**src/hw/rtl/dvms_pkg.sv**
```systemverilog
// Shared types, constants and fixed-point helpers for the damped Verlet motion step unit.
package dvms_pkg;

  // Fraction bits of position, velocity, acceleration and force words
  localparam int unsigned FRAC_BITS = 16;

  localparam int unsigned WORD_W = 32;
  localparam int unsigned LANES  = 3;
  localparam int unsigned PROD_W = 66;

  typedef logic signed [WORD_W-1:0] word_t;
  typedef logic signed [PROD_W-1:0] prod_t;

  // Configuration register indexes
  typedef enum logic [2:0] {
    REG_TIME_STEP    = 3'd0,
    REG_DAMPING      = 3'd1,
    REG_INVERSE_MASS = 3'd2,
    REG_START_X      = 3'd3,
    REG_START_Y      = 3'd4,
    REG_START_Z      = 3'd5
  } reg_idx_t;

  localparam logic [15:0] TIME_STEP_RST    = 16'd1092;
  localparam logic [15:0] DAMPING_RST      = 16'd62259;
  localparam logic [30:0] INVERSE_MASS_RST = 31'd6554;
  localparam word_t       START_RST        = 32'sd0;

  // Settings shared by all lanes
  typedef struct packed {
    logic [15:0] dt;
    logic [15:0] damp;
    logic [30:0] inv_mass;
  } lane_cfg_t;

  // Per-lane control from the top level
  typedef struct packed {
    logic  start;
    logic  load;
    word_t load_val;
  } lane_ctl_t;

  // Per-lane status back to the top level
  typedef struct packed {
    logic  done;
    word_t pos;
  } lane_res_t;

  // Arithmetic right shift with round half up
  function automatic prod_t rnd_shift(input prod_t x, input int unsigned s);
    prod_t half;
    half = prod_t'(1) <<< (s - 1);
    return (x + half) >>> s;
  endfunction

  // Clamp to the signed 32-bit range
  function automatic word_t sat32(input prod_t x);
    prod_t hi;
    prod_t lo;
    hi = prod_t'(32'sh7FFF_FFFF);
    lo = prod_t'(32'sh8000_0000);
    if (x > hi) begin
      return 32'sh7FFF_FFFF;
    end else if (x < lo) begin
      return 32'sh8000_0000;
    end
    return x[WORD_W-1:0];
  endfunction

endpackage

```
**src/hw/rtl/dvms_merge.sv**
```systemverilog
// Result stage: gathers the three lane positions into one output request.
module dvms_merge (
  input  logic            clk,
  input  logic            rst_n,
  input  logic            load_i,
  input  dvms_pkg::lane_res_t res_i [dvms_pkg::LANES],
  output logic            free_o,
  output logic            out_valid,
  input  logic            out_ready,
  output dvms_pkg::word_t out_pos_x,
  output dvms_pkg::word_t out_pos_y,
  output dvms_pkg::word_t out_pos_z
);

  logic            valid_r;
  dvms_pkg::word_t pos_x_r;
  dvms_pkg::word_t pos_y_r;
  dvms_pkg::word_t pos_z_r;

  assign free_o = !valid_r || out_ready;

  // Output holding register
  always_ff @(posedge clk) begin
    if (!rst_n) begin
      valid_r <= 1'b0;
    end else if (load_i) begin
      valid_r <= 1'b1;
    end else if (out_ready) begin
      valid_r <= 1'b0;
    end
  end

  always_ff @(posedge clk) begin
    if (load_i) begin
      pos_x_r <= res_i[0].pos;
      pos_y_r <= res_i[1].pos;
      pos_z_r <= res_i[2].pos;
    end
  end

  assign out_valid = valid_r;
  assign out_pos_x = pos_x_r;
  assign out_pos_y = pos_y_r;
  assign out_pos_z = pos_z_r;

endmodule

```
**config.mk**
```make
export PLATFORM = sky130hd
export DESIGN_NAME = dvms_merge
export DESIGN_NICKNAME = d
export VERILOG_FILES = /design/src/hw/rtl/dvms_pkg.sv /design/src/hw/rtl/dvms_merge.sv
export SDC_FILE = /design/constraint.sdc
export NUM_CORES = 1
export LEC_CHECK = 0
export BUFFER_PORTS_ARGS = -buffer_cell sky130_fd_sc_hd__buf_2
export CAP_MARGIN = 20
export CORE_MARGIN = 10
export CORE_UTILIZATION = 37
export DETAILED_ROUTE_END_ITERATION = 16
export PLACE_DENSITY = 0.88
export SLEW_MARGIN = 20
export SYNTH_ARGS = -nofsm -noshare
export SYNTH_HDL_FRONTEND = slang
export SYNTH_SLANG_ARGS = --single-unit
```
**constraint.sdc**
```tcl
create_clock -name clk -period 0.8 [get_ports clk]
set_input_delay 0.08 -clock clk [delete_from_list [all_inputs] [get_ports clk]]
set_output_delay 0.08 -clock clk [all_outputs]
set_load 0.01 [all_outputs]
```
Yosys cells after proc, flatten, opt, wreduce, memory -nomap -nowiden
Cells that the tools add are included.
- multiplexer cells: 2
- reductions and logical operators: 3
- operator list (kind ; count):
    $mux 1 ; 2
    $reduce_bool 2->1 ; 1
    $logic_not 1->1 ; 1
    $logic_or 1x1->1 ; 1
- bits in registers: 97
- input port bits: 103
- output and inout port bits: 98
- word-level logic and storage cells: 9

Logic depth before layout (Yosys ltp)
- depth after elaboration: 2
- gate-level depth with buffers: 2
- mapped depth without buffers: 2

Worst setup path after synthesis
Ideal clock, no wire load.
- path type: register to register
- start point: reg out_valid (netlist name)
- end point: reg valid_r (netlist: out_valid)
- library setup time: 0.066 ns
- data arrival time: 0.598 ns
- data required time: 0.734 ns
- path slack: 0.136 ns
- cell stages (with the launch flop): 3
- path buffers: 0
- clock period less this slack: 0.664 ns
- cell sequence: dfxtp_1 > nand2b_4 > a21boi_2
- RTL lines (element ; RTL line ; text):
    end signal, assigned ; dvms_merge.sv:25 ; valid_r <= 1'b0;
    end signal, assigned ; dvms_merge.sv:27 ; valid_r <= 1'b1;
    end signal, assigned ; dvms_merge.sv:29 ; valid_r <= 1'b0;
    end, declared ; dvms_merge.sv:15 ; logic valid_r;

Worst setup path in the final report
- start point: reg pos_z_r[25] (netlist: out_pos_z[25])
- end point: out out_pos_z[25]
- RTL lines (element ; RTL line ; text):
    start, declared ; dvms_merge.sv:18 ; dvms_pkg::word_t pos_z_r;
    start signal, assigned ; dvms_merge.sv:37 ; pos_z_r <= res_i[2].pos;
    end, declared ; dvms_merge.sv:12 ; output dvms_pkg::word_t out_pos_z
No word-level cell between the ends.

==> metrics.cfg <==
[floorplan]
io_pins = 201
die_h_um = 109.0
die-area_um2 = 11880
start_util = 0.3794
core-area_um2 = 7727
die_x_um = 109.0
fp-row-count = 32

[final_layout]
final_cells = 514
fin_util = 0.6911
drive_above_1_share = 0.5243
syn_to_final_growth_pct = 82.16
final_nets = 512
final_cell_area_um2 = 5340
antenna_cells = 0

[pwr]
p_leak_nw = 2.298
fin_total_pwr_mw = 11.09
peakVddDrop_uv = 1215
powerDensity_nw_per_um2 = 2077

[detailed_routing]
vias = 2192
drc = 0
routed.top_layer = met4
drtIter0Drc = 77
post_drt_wl_per_cell_um = 19.44
drtAntennaViolNets = 0
via_per_inst = 4.265
route.met2.wl_um = 5438
totalWireLength_um = 9991
wl_met1_um = 3351
firstDrtPassIters = 4
wl_met3_um = 1091

[global_route]
grt_first_pass_wirelength_um = 14790
grt_antenna_before_repair = 0
grt_usage = 0.1661
grt_pass1_vias = 2604
grt_overflow = 0
grt_max_degree = 47

[timing]
period_minus_slack_ns = 0.9755
maxSlewHeadroom = 0.8354
hold_violations = 0
clock.fmax_mhz = 1025
final.setup_skew_ns = 0
worstMarginPinSlew_ns = 0.2470
fin_hold_ws_ns = 0.1136
layout_setup_ws_ns = -0.1755
period_share = 1.219
rsz0062_at_grt = yes
drv_slew = 0
setup_violations = 98
tns_ns = -13.42

[cts]
cts.sinks = 97
clock_latency_ns = 0.34
cts_root_buf = clkbuf_8
htree_levels = 3
clkTransAtPathRegs_ns = 0.08
numCtsBuffers = 9
clock_path_buffers = 2
cts_tree = built

[worst_setup_path]
cpPeakStageDelay_ns = 0.42
cp-start-kind = flip-flop
critPathMaxFanout = 1
crit_family = flip-flops
cp-end-kind = output pin
crit_type = flip-flop to output pin
path_buf_inv = 1
crit_path_top_delay_cell = edfxtp_1
worst_ep_arrival_time_ns = 0.90
cp.required_ns = 0.72
cp_cell_sequence = buf_6

[place]
hpwl_um = 6719
place_area_um2 = 4095
place_inst = 402
portBuffers = 197
gp_congestion = 0.7524
preCtsSetupSlack_ns = -0.001419

[synthesis]
synthesis.nets = 203
ys_ff_latch = 97
ys_types = 5
netlist_instances = 100
synthTopCellsByCount = edfxtp_1, a21boi_2, dfxtp_1, inv_1, nand2b_4
synth_ff_type = edfxtp_1
synth_top_area_frac = 0.9834
synthTopCellsByArea = edfxtp_1, dfxtp_1, nand2b_4
avgSynthCellArea_um2 = 29.32
yosysMostFrequentCell = edfxtp_1
yosysSeqAreaShare = 0.9902
synthArstFlopShare = 0
yosysWarnings = 0
netlist_area_um2 = 2932
yosysTopAreaCell = edfxtp_1
synth_edf_count = 96

[hold_path]
worst_hold_path_type = primary input to flip-flop

[outcome]
status = finished, violations left
violations = setup timing

[run]
drv_cap = 0

-- area by class of cell --
class / instances / area (um^2)
multi-input cells: 2 / 25.02
clock buffers: 10 / 127.6
repair buffers: 298 / 2058
fillers: 519 / 2387
flip-flops and latches: 97 / 2904
clock inverters: 4 / 93.84
inverters: 1 / 3.754
well taps: 102 / 127.6
-- sequential cells by signal, indices dropped and copies added (netlist names) --
signal,flops
out_pos_x,32
out_pos_y,32
out_pos_z,32
out_valid,1
-- placed cells by master, fill, tap and decap left out --
cell	synthesis	final
clkbuf_1	0	1
dfxtp_2	0	1
buf_4	0	3
buf_2	0	189
buf_6	0	7
dlygate4sd3_1	0	97
clkinv_1	0	1
a21boi_2	1	1
clkbuf_8	0	9
bufinv_16	0	3
buf_12	0	2
inv_1	1	1
nand2b_4	1	1
edfxtp_1	96	96
-- what timing repair did --
item                       in CTS  in global routing
hold buffers                   97                  0
pin swaps                       0                  0
buffers inserted                0                  1
setup endpoints to repair      98                 98
hold endpoints to repair       97                  0
resized for setup               3                  7
-- report_power, final --
part	total (mW)	internal (mW)	switching [mW]	leakage, nW
clock network	3.52	2.04	1.49	0.110
logic	1.44	0.792	0.648	1.24
registers	6.13	6.02	0.108	0.948
total	11.1	8.85	2.24	2.30
-- logic make-up after synthesis --
| group | share of synthesized area |
|---|---|
| flops | 0.9902 |
| simple gates | 0.004694 |
| compound gates | 0.003841 |
| buf+inv | 0.001279 |
-- layer usage --
metal  GRT usage  up-vias
met5           0        -
met4     0.05273        0
met3     0.07670       10
met2      0.3063      127
met1      0.1601     1039
li1            -     1016
-- worst paths after layout --
| check | from | end | slack [ns] | depth (start not counted) |
|---|---|---|---|---|
| worst max-delay path | out_pos_z[25] | out_pos_z[25] | -0.18 | 1 |
| worst min-delay path | out_ready | out_valid | 0.11 | 4 |
| worst max register to register | out_valid | out_valid | 0.07 | 3 |
| worst min register to register | out_valid | out_valid | 0.60 | 3 |
(Power assumes the default switching activity.)
